$ cat config.mk
export PLATFORM = sky130hd
export DESIGN_NAME = stepper_command_and_pulse_unit_flat
export DESIGN_NICKNAME = d
export VERILOG_FILES = /design/src/rtl/scpu_pkg.sv /design/src/rtl/scpu_if.sv /design/src/rtl/scpu_core.sv /design/src/rtl/stepper_command_and_pulse_unit.sv /design/src/flat_wrapper.sv
export SDC_FILE = /design/constraint.sdc
export NUM_CORES = 1
export LEC_CHECK = 0
export ABC_CLOCK_PERIOD_IN_PS = 5230
export BUFFER_PORTS_ARGS = -buffer_cell sky130_fd_sc_hd__buf_2
export CAP_MARGIN = 25
export CORE_MARGIN = 2
export CORE_UTILIZATION = 60
export CTS_CLUSTER_DIAMETER = 40
export CTS_CLUSTER_SIZE = 20
export DETAILED_ROUTE_END_ITERATION = 8
export GPL_TIMING_DRIVEN = 1
export HOLD_SLACK_MARGIN = 0.03
export PLACE_DENSITY = 0.8
export SYNTH_ARGS = -nofsm -noshare
export SYNTH_HDL_FRONTEND = slang
export SYNTH_SLANG_ARGS = --single-unit
$ cat constraint.sdc
create_clock -name clk -period 5.23 [get_ports clk]
set_clock_uncertainty 0.15 [all_clocks]
set_input_delay 1.046 -clock clk [delete_from_list [all_inputs] [get_ports clk]]
set_output_delay 1.046 -clock clk [all_outputs]
set_load 0.05 [all_outputs]
$ cat src/rtl/scpu_pkg.sv
// Package with shared constants and types of the stepper command and pulse unit.
`timescale 1ns / 1ps
`default_nettype none
package scpu_pkg;

  // Width of the step target, step counter and digit accumulator.
  localparam int COUNT_BITS = 32;

  // Parser levels.
  localparam logic [1:0] MODE_NORMAL  = 2'd0;
  localparam logic [1:0] MODE_AFTER_E = 2'd1;
  localparam logic [1:0] MODE_AFTER_D = 2'd2;
  localparam logic [1:0] MODE_FIELD   = 2'd3;

  // Command characters.
  localparam logic [7:0] CH_END   = 8'h7C;  // '|'
  localparam logic [7:0] CH_EN    = 8'h45;  // 'E'
  localparam logic [7:0] CH_DIR   = 8'h44;  // 'D'
  localparam logic [7:0] CH_STEP  = 8'h53;  // 'S'
  localparam logic [7:0] CH_ONE   = 8'h31;  // '1'
  localparam logic [7:0] CH_ZERO  = 8'h30;  // '0'
  localparam logic [7:0] CH_NINE  = 8'h39;  // '9'

  // One result item.
  typedef struct packed {
    logic step_pulse;
    logic stop_event;
    logic driver_enabled;
    logic direction_level;
    logic command_end;
  } result_t;

endpackage
`default_nettype wire

$ cat src/rtl/scpu_if.sv
// Valid/ready channel interfaces for request and result items.
`timescale 1ns / 1ps
`default_nettype none
interface scpu_req_if;
  logic       valid;
  logic       ready;
  logic       req_type;
  logic [7:0] cmd_byte;

  modport source (output valid, output req_type, output cmd_byte, input ready);
  modport sink   (input valid, input req_type, input cmd_byte, output ready);
endinterface

interface scpu_res_if;
  logic valid;
  logic ready;
  logic step_pulse;
  logic stop_event;
  logic driver_enabled;
  logic direction_level;
  logic command_end;

  modport source (output valid, output step_pulse, output stop_event,
                  output driver_enabled, output direction_level,
                  output command_end, input ready);
  modport sink   (input valid, input step_pulse, input stop_event,
                  input driver_enabled, input direction_level,
                  input command_end, output ready);
endinterface
`default_nettype wire

$ cat src/rtl/scpu_core.sv
// Command parser and step counter state with the per-item update logic.
`timescale 1ns / 1ps
`default_nettype none
module scpu_core
  import scpu_pkg::*;
(
  input  wire logic       clk,
  input  wire logic       rst,
  input  wire logic       advance,
  input  wire logic       req_type,
  input  wire logic [7:0] cmd_byte,
  output result_t         result
);

  localparam int WIDE_BITS = COUNT_BITS + 4;

  logic [1:0]            parse_mode, parse_mode_next;
  logic [COUNT_BITS-1:0] digit_accumulator, digit_accumulator_next;
  logic                  digits_seen, digits_seen_next;
  logic                  digits_stopped, digits_stopped_next;
  logic [COUNT_BITS-1:0] step_target, step_target_next;
  logic [COUNT_BITS-1:0] steps_done, steps_done_next;
  logic                  enable_flag, enable_flag_next;
  logic                  direction_flag, direction_flag_next;

  logic                  do_normal;
  logic                  is_digit;
  logic [3:0]            digit_byte;
  logic [WIDE_BITS-1:0]  acc_wide;
  logic                  pulse, stop, cend;

  assign is_digit   = (cmd_byte >= CH_ZERO) && (cmd_byte <= CH_NINE);
  // The low nibble of an ASCII digit is its value.
  assign digit_byte = cmd_byte[3:0];
  // acc * 10 + digit, with four spare bits to detect overflow.
  assign acc_wide = {1'b0, digit_accumulator, 3'b000}
                  + {3'b000, digit_accumulator, 1'b0}
                  + {{(WIDE_BITS-4){1'b0}}, digit_byte};

  always_comb begin
    parse_mode_next        = parse_mode;
    digit_accumulator_next = digit_accumulator;
    digits_seen_next       = digits_seen;
    digits_stopped_next    = digits_stopped;
    step_target_next       = step_target;
    steps_done_next        = steps_done;
    enable_flag_next       = enable_flag;
    direction_flag_next    = direction_flag;
    do_normal = 1'b0;
    pulse     = 1'b0;
    stop      = 1'b0;
    cend      = 1'b0;

    if (req_type) begin
      if (step_target != '0) begin
        if (steps_done != step_target) begin
          steps_done_next = steps_done + 1'b1;
          pulse = 1'b1;
        end else begin
          step_target_next = '0;
          steps_done_next  = '0;
          enable_flag_next = 1'b0;
          stop = 1'b1;
        end
      end
    end else begin
      case (parse_mode)
        MODE_AFTER_E: begin
          enable_flag_next = (cmd_byte == CH_ONE);
          parse_mode_next  = MODE_NORMAL;
          do_normal = 1'b1;
        end
        MODE_AFTER_D: begin
          direction_flag_next = (cmd_byte != CH_ONE);
          parse_mode_next     = MODE_NORMAL;
          do_normal = 1'b1;
        end
        MODE_FIELD: begin
          if (cmd_byte == CH_STEP) begin
            if (digits_seen) begin
              step_target_next = digit_accumulator;
            end
            digit_accumulator_next = '0;
            digits_seen_next       = 1'b0;
            digits_stopped_next    = 1'b0;
            parse_mode_next        = MODE_NORMAL;
          end else if (!digits_stopped && is_digit) begin
            if (acc_wide[WIDE_BITS-1:COUNT_BITS] != '0) begin
              digit_accumulator_next = '1;  // saturate
            end else begin
              digit_accumulator_next = acc_wide[COUNT_BITS-1:0];
            end
            digits_seen_next = 1'b1;
          end else begin
            digits_stopped_next = 1'b1;
          end
        end
        default: begin
          do_normal = 1'b1;
        end
      endcase

      if (do_normal) begin
        if (cmd_byte == CH_EN) begin
          parse_mode_next = MODE_AFTER_E;
        end else if (cmd_byte == CH_DIR) begin
          parse_mode_next = MODE_AFTER_D;
        end else if (cmd_byte == CH_STEP) begin
          parse_mode_next        = MODE_FIELD;
          digit_accumulator_next = '0;
          digits_seen_next       = 1'b0;
          digits_stopped_next    = 1'b0;
        end else if (cmd_byte == CH_END) begin
          cend = 1'b1;
        end
      end
    end

    result.step_pulse      = pulse;
    result.stop_event      = stop;
    result.driver_enabled  = enable_flag_next;
    result.direction_level = direction_flag_next;
    result.command_end     = cend;
  end

  always_ff @(posedge clk) begin
    if (rst) begin
      parse_mode        <= MODE_NORMAL;
      digit_accumulator <= '0;
      digits_seen       <= 1'b0;
      digits_stopped    <= 1'b0;
      step_target       <= '0;
      steps_done        <= '0;
      enable_flag       <= 1'b0;
      direction_flag    <= 1'b0;
    end else if (advance) begin
      parse_mode        <= parse_mode_next;
      digit_accumulator <= digit_accumulator_next;
      digits_seen       <= digits_seen_next;
      digits_stopped    <= digits_stopped_next;
      step_target       <= step_target_next;
      steps_done        <= steps_done_next;
      enable_flag       <= enable_flag_next;
      direction_flag    <= direction_flag_next;
    end
  end

endmodule
`default_nettype wire

$ cat src/rtl/stepper_command_and_pulse_unit.sv
// Top level of the stepper command and pulse unit: item registers and handshakes.
// An accepted item passes through the input register, then the update logic writes its
//   result item into the result register.
// Throughput: one item per cycle while the result side keeps ready high.
// Reset (rst, synchronous, active high) empties both registers and returns the parser
//   to the normal level with counts, target, enable and direction cleared.
// Back-pressure on the result side stalls the input register, then the input.
`timescale 1ns / 1ps
`default_nettype none
module stepper_command_and_pulse_unit
  import scpu_pkg::*;
(
  input  wire logic clk,
  input  wire logic rst,
  scpu_req_if.sink   req_ch,
  scpu_res_if.source res_ch
);

  // Input register stage.
  logic       in_valid;
  logic       in_req_type;
  logic [7:0] in_cmd_byte;

  // Result register stage.
  logic    out_valid;
  result_t out_result;

  result_t core_result;
  logic    advance;

  // The input register moves into the result register whenever that register is
  // empty or is being emptied this cycle; the state updates at the same edge.
  assign advance      = in_valid && (!out_valid || res_ch.ready);
  assign req_ch.ready = !in_valid || advance;

  scpu_core u_core (
    .clk      (clk),
    .rst      (rst),
    .advance  (advance),
    .req_type (in_req_type),
    .cmd_byte (in_cmd_byte),
    .result   (core_result)
  );

  always_ff @(posedge clk) begin
    if (rst) begin
      in_valid <= 1'b0;
    end else if (req_ch.ready) begin
      in_valid <= req_ch.valid;
    end
  end

  always_ff @(posedge clk) begin
    if (req_ch.ready && req_ch.valid) begin
      in_req_type <= req_ch.req_type;
      in_cmd_byte <= req_ch.cmd_byte;
    end
  end

  always_ff @(posedge clk) begin
    if (rst) begin
      out_valid <= 1'b0;
    end else if (advance) begin
      out_valid <= 1'b1;
    end else if (res_ch.ready) begin
      out_valid <= 1'b0;
    end
  end

  always_ff @(posedge clk) begin
    if (advance) begin
      out_result <= core_result;
    end
  end

  assign res_ch.valid           = out_valid;
  assign res_ch.step_pulse      = out_result.step_pulse;
  assign res_ch.stop_event      = out_result.stop_event;
  assign res_ch.driver_enabled  = out_result.driver_enabled;
  assign res_ch.direction_level = out_result.direction_level;
  assign res_ch.command_end     = out_result.command_end;

endmodule
`default_nettype wire

$ cat src/flat_wrapper.sv
// flat-port wrapper written by rule: the top's interface ports become plain ports
module stepper_command_and_pulse_unit_flat import scpu_pkg::*;
  (clk, rst, req_ch_valid, req_ch_req_type, req_ch_cmd_byte, req_ch_ready, res_ch_valid, res_ch_step_pulse, res_ch_stop_event, res_ch_driver_enabled, res_ch_direction_level, res_ch_command_end, res_ch_ready);
  scpu_req_if req_ch_i ();
  scpu_res_if res_ch_i ();
  input  wire logic clk;
  input  wire logic rst;
  input wire logic [$bits(req_ch_i.valid)-1:0] req_ch_valid;
  input wire logic [$bits(req_ch_i.req_type)-1:0] req_ch_req_type;
  input wire logic [$bits(req_ch_i.cmd_byte)-1:0] req_ch_cmd_byte;
  output wire logic [$bits(req_ch_i.ready)-1:0] req_ch_ready;
  output wire logic [$bits(res_ch_i.valid)-1:0] res_ch_valid;
  output wire logic [$bits(res_ch_i.step_pulse)-1:0] res_ch_step_pulse;
  output wire logic [$bits(res_ch_i.stop_event)-1:0] res_ch_stop_event;
  output wire logic [$bits(res_ch_i.driver_enabled)-1:0] res_ch_driver_enabled;
  output wire logic [$bits(res_ch_i.direction_level)-1:0] res_ch_direction_level;
  output wire logic [$bits(res_ch_i.command_end)-1:0] res_ch_command_end;
  input wire logic [$bits(res_ch_i.ready)-1:0] res_ch_ready;
  assign req_ch_i.valid = req_ch_valid;
  assign req_ch_i.req_type = req_ch_req_type;
  assign req_ch_i.cmd_byte = req_ch_cmd_byte;
  assign req_ch_ready = req_ch_i.ready;
  assign res_ch_valid = res_ch_i.valid;
  assign res_ch_step_pulse = res_ch_i.step_pulse;
  assign res_ch_stop_event = res_ch_i.stop_event;
  assign res_ch_driver_enabled = res_ch_i.driver_enabled;
  assign res_ch_direction_level = res_ch_i.direction_level;
  assign res_ch_command_end = res_ch_i.command_end;
  assign res_ch_i.ready = res_ch_ready;
  stepper_command_and_pulse_unit u_core (.clk(clk), .rst(rst), .req_ch(req_ch_i), .res_ch(res_ch_i));
endmodule
==> results.md, run 1 <==
### Run status
* completed — run status

### Floorplan
* 13560 um2 — Die Area
* 41 — Std-Cell Rows
* 0.6087 — effective utilization at floorplan
* 116.5 um — Die W
* 20 — I/O pin total
* 12470 um2 — placeable core area
* 116.5 um — Die Span Y

### STA
* 0 ps — sum of negative setup slack
* 0 — final count of pins violating max slew
* 0 — final setup vio count
* 0 — final-report hold violation count
* 984.4 ps — actual slew at the worst max-slew pin
* no — RSZ-0062 raised after global routing
* 4200 ps — Min Clock Period, post-route
* 0.8031 — period utilisation layout
* 238.1 MHz — fmax
* 0.3437 — Slew Limit Headroom

### Cells and area
* 986 — Final nets
* 0.1250 — share of cells above drive strength 1
* 10.75% — Area growth, synth to finish
* 0 — number of diodes added for antenna fixing
* 8403 um2 — post-layout instance area

### Yosys
* 0.2744 — fraction of post-synthesis cell area in the top cell type by area
* sky130_fd_sc_hd__dfxtp_1 — top cell type by total area after synthesis
* 0.3298 — Seq/Total Area, Yosys
* 0 — total of warnings raised by yosys
* 903 — synthesized instance count
* 8.402 um2 — synthesized area divided by synthesized cell count
* 982 — nets in the synthesized netlist
* 14 — EDFF count, synth
* sky130_fd_sc_hd__dfxtp_1 — ys flop type
* 118 — Yosys reg bits
* sky130_fd_sc_hd__nand2_1 — most frequently used cell type in the post-synthesis netlist
* 0 — share of flip-flops with an asynchronous set or reset after synthesis
* 7587 um2 — Mapped Area
* 112 x sky130_fd_sc_hd__nand2_1, 104 x sky130_fd_sc_hd__a21oi_1, 104 x sky130_fd_sc_hd__dfxtp_1 — top cells by instance count after synthesis
* sky130_fd_sc_hd__dfxtp_1 27%, sky130_fd_sc_hd__ha_1 11%, sky130_fd_sc_hd__xor2_1 7.0%, sky130_fd_sc_hd__a21oi_1 6.9%, sky130_fd_sc_hd__edfxtp_1 5.5% — biggest area contributors in the synthesized netlist
* 62 — number of distinct standard cells referenced by the synthesized netlist

### CTS
* 17 — cts bufs inserted
* 2 — Longest Clk Path Bufs
* 0 — number of buffers inserted for hold repair after clock tree synthesis
* sky130_fd_sc_hd__clkbuf_16 — Clock Tree Root
* 118 — CTS sink count
* 410 ps — clock insertion delay at the later pin of the skew report
* 4 — CTS H-tree depth
* 60 ps — post-CTS clock slew at the launch and capture registers of the worst setup and hold paths
* 0 — setup repair bufs after CTS
* 0 — count of instances resized after the clock tree is built
* yes — CTS tree

### GRT
* 29.67 mm — wire length of the first global-routing pass
* 0 — total congestion overflow after global routing
* 5964 — number of global-route vias before repair
* 0.2767 — GR Util All Layers
* 0 — initial antenna violation count
* 65 — largest net degree at the start of global routing

### Detailed routing
* 0 — antenna-violating nets left
* 5 — 1st-pass router iterations
* 668 — drt first-iter violations
* 0 — drt drc
* 6554 — number of vias in the routed layout
* 18.09 mm — wirelength, routed
* 16.57 um — routed length per placed instance
* 6.002 — routed vias/inst

### Power
* 0.438 — sequential cell fraction of total power
* 1656 uW — internal cell power
* 464.5 uW — Switch Pwr
* 0.028 — Gate power share
* 0.2498 mV — peak ir drop on the vdd network
* 0.003701 uW — static leakage
* 0.533 — part of the total power dissipated in the clock network
* 252.4 nW/um2 — Power Dens Cells
* 0.2190 — switching power as a share of total power

### Worst setup path
* 4340 ps — CP Data Arrival Time
* flop — Startpoint Class
* 1030 ps — worst reg2reg setup slack
* flop to flop — classification of the worst setup path
* 5370 ps — required time at the worst-slack endpoint
* flop — CP Capture Type
* 19 — largest fanout on the critical path

### Worst hold path
* flop to flop — worst min-delay path category

### Flow run
* 0 — max capacitance violation total

### Placed design
* 0.9499 — GP Congestion
* 12.94 mm — DP Wirelength
* 19 — number of I/O port buffers
* 7818 um2 — instance area after placement

[per-layer routing]
metal,track usage,share of wire
met1,0.4027,0.49
met2,0.4155,0.45
met3,0.05553,0.052
met4,0.08175,0.0095
met5,0,0
[worst paths after layout]
| path | start | end | cells past startpoint |
|---|---|---|---|
| setup / recovery | u_core.in_cmd_byte[3]$_DFFE_PP_ | u_core.u_core.digit_accumulator[3]$_SDFFE_PP0P_ | 12 |
| setup reg to reg | u_core.in_cmd_byte[3]$_DFFE_PP_ | u_core.u_core.digit_accumulator[3]$_SDFFE_PP0P_ | 12 |
| hold / removal | u_core.u_core.step_target[24]$_SDFFE_PP0P_ | u_core.u_core.step_target[24]$_SDFFE_PP0P_ | 2 |
| hold reg to reg | u_core.u_core.step_target[24]$_SDFFE_PP0P_ | u_core.u_core.step_target[24]$_SDFFE_PP0P_ | 2 |
[logic make-up (layout without fill, tap and decap cells)]
logic type,count (synthesis),in the layout,synth area share
AOI/OAI and AO/OA,227,227,0.1934
xor gates and xnor gates,85,85,0.09812
adders and majority gates,66,66,0.1108
buffers and inverters,63,80,0.03249
DFF,118,118,0.3298
muxes,4,4,0.005607
and+or+nand+nor,340,340,0.2297
[cells in the final DEF, fill, tap and decap left out, drive strengths merged, types with 8 or more instances in the layout]
master | Yosys | final
a21oi | 104 | 104
o21ai | 32 | 32
a21o | 15 | 15
a211oi | 19 | 19
a31oi | 9 | 9
nor4 | 18 | 18
buf | 3 | 27
xnor2 | 24 | 24
edfxtp | 14 | 14
ha | 64 | 64
dfxtp | 104 | 104
nor2 | 76 | 76
and3 | 8 | 8
nand3 | 13 | 13
inv | 21 | 25
xor2 | 61 | 61
nand2b | 9 | 9
nand4 | 18 | 18
o221ai | 11 | 11
or3b | 33 | 33
nor3 | 29 | 29
nand2 | 112 | 112
clkbuf | 39 | 22
[state kept, by name, summed over array words and instances (netlist names)]
register and cells:
u_core.res_ch.driver_enabled 1, u_core.res_ch.direction_level 1, u_core.u_core.digits_seen 1, u_core.u_core.parse_mode 2, u_core.u_core.enable_flag 1, u_core.u_core.digit_accumulator 32
u_core.in_cmd_byte 8, u_core.res_ch.valid 1, u_core.res_ch.command_end 1, u_core.u_core.direction_flag 1, u_core.u_core.steps_done 32, u_core.in_valid 1
u_core.u_core.digits_stopped 1, u_core.u_core.step_target 32, u_core.in_req_type 1, u_core.res_ch.stop_event 1, u_core.res_ch.step_pulse 1
[cell type report]
cell class	count	area, um2
clock buffers	22	494.2
inverters	21	78.83
well taps	172	215.2
multi-input cells	722	4866
repair buffers	27	155.1
flip-flops and latches	118	2502
fillers	1037	4063
clock inverters	10	91.34
[stage by stage]
| stage | hold slack, ps | power (uW) | std cells | util | setup slack (ps) |
|---|---|---|---|---|---|
| final | 323.1 | 2121 | 1092 | 0.6741 | 1030 |
| after floorplan | 283.8 | 988.5 | 903 | - | 1530 |
| after global placement | 297.3 | 1005 | 1060 | 0.6271 | 1212 |
| after detailed placement | 311.6 | 1007 | 1060 | 0.6271 | 1035 |
| after CTS | 319.0 | 2131 | 1092 | 0.6741 | 1032 |
| after global routing | 331.8 | 2185 | 1092 | 0.6741 | 867.7 |
[critical path: stages (launching register included)]
cell	delay, ps
sky130_fd_sc_hd__edfxtp_1	460
sky130_fd_sc_hd__fa_1	550
sky130_fd_sc_hd__inv_1	70
sky130_fd_sc_hd__fa_1	440
sky130_fd_sc_hd__nand2b_1	230
sky130_fd_sc_hd__a21o_1	240
sky130_fd_sc_hd__a21o_1	220
sky130_fd_sc_hd__a2111oi_4	440
sky130_fd_sc_hd__nor3_2	100
sky130_fd_sc_hd__nor4b_4	320
sky130_fd_sc_hd__nand4_4	360
sky130_fd_sc_hd__a211oi_1	390
sky130_fd_sc_hd__nor3_1	90
[power groups by stage]
stage	clock network [uW]	logic (uW)	registers (uW)
floorplan	0	34.2	954
global placement	0	57.6	948
detailed placement	0	58.8	948
CTS	1140	59.8	929
global route	1190	65.3	930
finish	1130	60.1	929
No activity file was read; power rests on OpenSTA's default activity.
==> run 2, diff against run 1 <==
--- a/config.mk
+++ b/config.mk
@@ -5,7 +5,8 @@
 export SDC_FILE = /design/constraint.sdc
 export NUM_CORES = 1
 export LEC_CHECK = 0
-export ABC_CLOCK_PERIOD_IN_PS = 5230
+export ABC_AREA = 1
+export ABC_CLOCK_PERIOD_IN_PS = 4400
 export BUFFER_PORTS_ARGS = -buffer_cell sky130_fd_sc_hd__buf_2
 export CAP_MARGIN = 25
 export CORE_MARGIN = 2
==> constraint.sdc (replaced) <==
create_clock -name clk -period 4.4 [get_ports clk]
set_clock_uncertainty 0.15 [all_clocks]
set_input_delay 0.88 -clock clk [delete_from_list [all_inputs] [get_ports clk]]
set_output_delay 0.88 -clock clk [all_outputs]
set_load 0.05 [all_outputs]
==> run 2 against run 1 <==
- area after synthesis is 21% higher
- count of clock-buffer cells in the layout is 3 lower
- clock power is 27% higher
- combinational power grew to 6.3 times the previous value
- largest power group unchanged
- power is 40% higher
- worst hold slack hardly changed
==> results.md, run 2 <==
### Yosys
* 6.208 um2 — synthesized area divided by synthesized cell count, -26%
* 0.3717 — Simple-Gate Fraction of Synth Area, +0.1420
* 0.1163 — area fraction in compound gates after synthesis, -0.07710
* 1562 — nets in the synthesized netlist, +59%
* 447 x sky130_fd_sc_hd__nand2_1, 170 x sky130_fd_sc_hd__nor2_1, 153 x sky130_fd_sc_hd__a21oi_1 — top cells by instance count after synthesis
* 0 — total of warnings raised by yosys, unchanged
* sky130_fd_sc_hd__dfxtp_1 — top cell type by total area after synthesis
* 0 — share of flip-flops with an asynchronous set or reset after synthesis, unchanged
* 36 — number of distinct standard cells referenced by the synthesized netlist, -42%
* 0.2718 — Seq/Total Area, Yosys, -0.05800
* 0.2261 — fraction of post-synthesis cell area in the top cell type by area, -0.04826
* sky130_fd_sc_hd__dfxtp_1 23%, sky130_fd_sc_hd__nand2_1 18%, sky130_fd_sc_hd__ha_1 8.7%, sky130_fd_sc_hd__a21oi_1 8.3%, sky130_fd_sc_hd__nor2_1 6.9% — biggest area contributors in the synthesized netlist
* 0 — portion of netlist area occupied by mux cells, -0.005607
* 9206 um2 — Mapped Area, +21%
* 14 — EDFF count, synth, unchanged
* 0.05898 — post-synthesis share of cell area spent on xor and xnor gates, -0.03914
* sky130_fd_sc_hd__nand2_1 — most frequently used cell type in the post-synthesis netlist
* 1483 — synthesized instance count, +64%
* 0.09133 — adder and majority gate portion of the synthesized area, -0.01949
* simple AND/OR/NAND/NOR gates — combinational family with the most area after synthesis
* sky130_fd_sc_hd__dfxtp_1 — ys flop type
* 118 — Yosys reg bits, unchanged

### Power
* 0.483 — part of the total power dissipated in the clock network, -0.050
* 0.2778 — switching power as a share of total power, +0.05880
* 297.3 nW/um2 — Power Dens Cells, +18%
* 0.2257 mV — peak ir drop on the vdd network, -9.7%
* 0.128 — Gate power share, +0.100
* 2151 uW — internal cell power, +30%
* 0.390 — sequential cell fraction of total power, -0.048
* 0.004482 uW — static leakage, +21%
* 827.5 uW — Switch Pwr, +78%

### Cells and area
* 8.807% — Area growth, synth to finish
* 0 — number of diodes added for antenna fixing, unchanged
* u_core.u_core.digit_accumulator: 32 flops, u_core.u_core.step_target: 32 flops, u_core.u_core.steps_done: 32 flops — registers with the most flip-flops
* sky130_fd_sc_hd__nand2_1 — most common cell after layout, fill and taps aside
* 1387 — filler cell count, +34%
* 0.05969 — share of cells above drive strength 1, -0.06531
* 446 x sky130_fd_sc_hd__nand2_1, 168 x sky130_fd_sc_hd__nor2_1, 153 x sky130_fd_sc_hd__a21oi_1 — most frequent cells in the layout
* 10020 um2 — post-layout instance area, +19%
* 1557 — Final nets, +58%

### Worst setup path
* 710 ps — worst reg2reg setup slack, -320 ps
* u_core.in_cmd_byte[3]$_DFFE_PP_ — startpoint of the worst setup timing path
* u_core.u_core.digit_accumulator[6]$_SDFFE_PP0P_ — critical register-to-register path endpoint
* flop — Startpoint Class
* u_core.u_core.digit_accumulator[6]$_SDFFE_PP0P_ — critical path capture point
* 3850 ps — CP Data Arrival Time, -490 ps
* 19 — Worst Reg-to-Reg Cells, +7
* 4570 ps — required time at the worst-slack endpoint, -800 ps
* flop to flop — classification of the worst setup path
* u_core.in_cmd_byte[3]$_DFFE_PP_ — startpoint of the worst-slack reg-to-reg timing path
* flop — CP Capture Type
* 29 — largest fanout on the critical path, +10

### GRT
* 8698 — number of global-route vias before repair, +46%
* 64 — largest net degree at the start of global routing, -1.5%
* 40.28 mm — wire length of the first global-routing pass, +36%
* 0 — total congestion overflow after global routing, unchanged
* 0 — initial antenna violation count, unchanged
* 0.3008 — GR Util All Layers, +0.02406

### CTS
* 420 ps — clock insertion delay at the later pin of the skew report, about the same
* 2 — Longest Clk Path Bufs, unchanged
* 0 — number of buffers inserted for hold repair after clock tree synthesis, unchanged
* 118 — CTS sink count, unchanged
* 0 — setup repair bufs after CTS, unchanged
* 60 ps — post-CTS clock slew at the launch and capture registers of the worst setup and hold paths, about the same
* yes — CTS tree
* 17 — cts bufs inserted, unchanged
* sky130_fd_sc_hd__clkbuf_16 — Clock Tree Root
* 4 — CTS H-tree depth, unchanged
* 0 — count of instances resized after the clock tree is built, unchanged

### STA
* 3685 ps — Min Clock Period, post-route, -514.8 ps
* 0 — final count of pins violating max slew, unchanged
* 0 — final-report hold violation count, unchanged
* 0 — final setup vio count, unchanged
* 714.5 ps — worst setup margin, -315.2 ps
* 271.3 MHz — fmax, +14%
* 0 ps — sum of negative setup slack, unchanged
* 886.5 ps — actual slew at the worst max-slew pin, -97.85 ps
* 0.4075 — Slew Limit Headroom, +0.06380
* 0.8376 — period utilisation layout, +0.03450
* 323.2 ps — worst hold slack, +0.1290 ps
* no — RSZ-0062 raised after global routing

### Detailed routing
* 0 — antenna-violating nets left, unchanged
* 5.574 — routed vias/inst, -7.1%
* 24.05 mm — wirelength, routed, +33%
* 6 — 1st-pass router iterations, +1
* 14.33 um — routed length per placed instance, -14%
* 0 — drt drc, unchanged
* 749 — drt first-iter violations, +12%
* 9358 — number of vias in the routed layout, +43%

### Floorplan
* 15090 um2 — placeable core area, +21%
* 45 — Std-Cell Rows, +9.8%
* 20 — I/O pin total, unchanged
* 0.6101 — effective utilization at floorplan, +0.001464
* 127.9 um — Die W, +9.8%
* 16350 um2 — Die Area, +21%
* 127.9 um — Die Span Y, +9.8%

### Placed design
* 9404 um2 — instance area after placement, +20%
* 17.80 mm — DP Wirelength, +38%
* 0.9439 — GP Congestion, -0.63%
* 765.3 ps — worst setup slack after placement, -270.2 ps
* 19 — number of I/O port buffers, unchanged

### Worst hold path
* flop to flop — worst min-delay path category

### Flow run
* 0 — max capacitance violation total, unchanged

### Run status
* completed — run status

run 2: cell types whose count changed in the layout (fill, tap and decap cells not counted), moves of 10 or more:
cell / previous run / this run
sky130_fd_sc_hd__nand3_1: 13 / 92
sky130_fd_sc_hd__nor2_1: 74 / 168
sky130_fd_sc_hd__inv_1: 20 / 151
sky130_fd_sc_hd__or3b_2: 33 / 0
sky130_fd_sc_hd__o21ai_0: 31 / 42
sky130_fd_sc_hd__a21oi_1: 104 / 153
sky130_fd_sc_hd__xor2_1: 61 / 29
sky130_fd_sc_hd__nand2_1: 112 / 446
sky130_fd_sc_hd__o221ai_1: 10 / 0
sky130_fd_sc_hd__a21o_1: 15 / 1
run 2: per-layer routing:
metal | up-vias | part of all wire | global-route usage | wire length, um
met4 | 0 | 0.023 | 0.1047 | 560
met5 | - | 0 | 0 | 0
met2 | 327 | 0.47 | 0.5109 | 11390
met1 | 4193 | 0.45 | 0.3937 | 10780
met3 | 50 | 0.055 | 0.04007 | 1324
li1 | 4788 | - | - | -
run 2: layout make-up:
cell class | instances | area, um2 | area share
clock buffers | 19 | 442.9 | 0.04422
multi-input cells | 1153 | 5884 | 0.5874
clock inverters | 13 | 170.2 | 0.01699
well taps | 188 | 235.2 | 0.02348
flip-flops and latches | 118 | 2502 | 0.2498
repair buffers | 33 | 200.2 | 0.01999
inverters | 155 | 581.8 | 0.05808
run 2: worst min-delay path by stage:
stage	start	endpoint	slack (ps)	cells after the start
finish	u_core.u_core.steps_done[31]$_SDFFE_PP0P_	u_core.u_core.steps_done[31]$_SDFFE_PP0P_	320	2
global route	u_core.u_core.steps_done[31]$_SDFFE_PP0P_	u_core.u_core.steps_done[31]$_SDFFE_PP0P_	360	2
CTS	u_core.u_core.steps_done[31]$_SDFFE_PP0P_	u_core.u_core.steps_done[31]$_SDFFE_PP0P_	330	2
detailed placement	u_core.u_core.steps_done[31]$_SDFFE_PP0P_	u_core.u_core.steps_done[31]$_SDFFE_PP0P_	320	2
global placement	u_core.u_core.steps_done[31]$_SDFFE_PP0P_	u_core.u_core.steps_done[31]$_SDFFE_PP0P_	300	2
floorplan	u_core.u_core.steps_done[31]$_SDFFE_PP0P_	u_core.u_core.steps_done[31]$_SDFFE_PP0P_	290	2
run 2: cells by family (layout without fill, tap and decap cells):
group | count (synthesis) | in the layout
xor gates and xnor gates | 62 | 62
buffers and inverters | 212 | 220
DFF | 118 | 118
AOI/OAI and AO/OA | 208 | 208
and+or+nand+nor | 817 | 817
adders and majority gates | 66 | 66
run 2: power groups by stage:
stage	Combinational, uW	Sequential (uW)	Clock, uW
floorplan	279	1180	0
global placement	366	1180	0
detailed placement	373	1180	0
CTS	376	1160	1440
global route	426	1160	1490
finish	380	1160	1440
run 2: critical path, cell delays in order, from the launching register on:
cell and delay [ps]:
sky130_fd_sc_hd__edfxtp_1 460, sky130_fd_sc_hd__fa_1 580, sky130_fd_sc_hd__inv_1 90, sky130_fd_sc_hd__fa_1 450, sky130_fd_sc_hd__inv_1 90, sky130_fd_sc_hd__nand2_1 70
sky130_fd_sc_hd__nand2_1 80, sky130_fd_sc_hd__nand3_1 60, sky130_fd_sc_hd__nand2_1 130, sky130_fd_sc_hd__nand2_1 80, sky130_fd_sc_hd__nand2_2 80, sky130_fd_sc_hd__nand2_1 70
sky130_fd_sc_hd__nand3_1 60, sky130_fd_sc_hd__nand2_1 60, sky130_fd_sc_hd__nor2_2 130, sky130_fd_sc_hd__nand2_2 90, sky130_fd_sc_hd__nor2_4 550, sky130_fd_sc_hd__nand2_1 140
sky130_fd_sc_hd__nand2_1 100, sky130_fd_sc_hd__a21oi_1 60
run 2: stage by stage:
stage	utilization	power, uW	cells
global placement	0.6232	1547	1647
global route	0.6638	3084	1679
floorplan	-	1459	1483
CTS	0.6638	2977	1679
finish	0.6638	2978	1679
detailed placement	0.6232	1556	1647
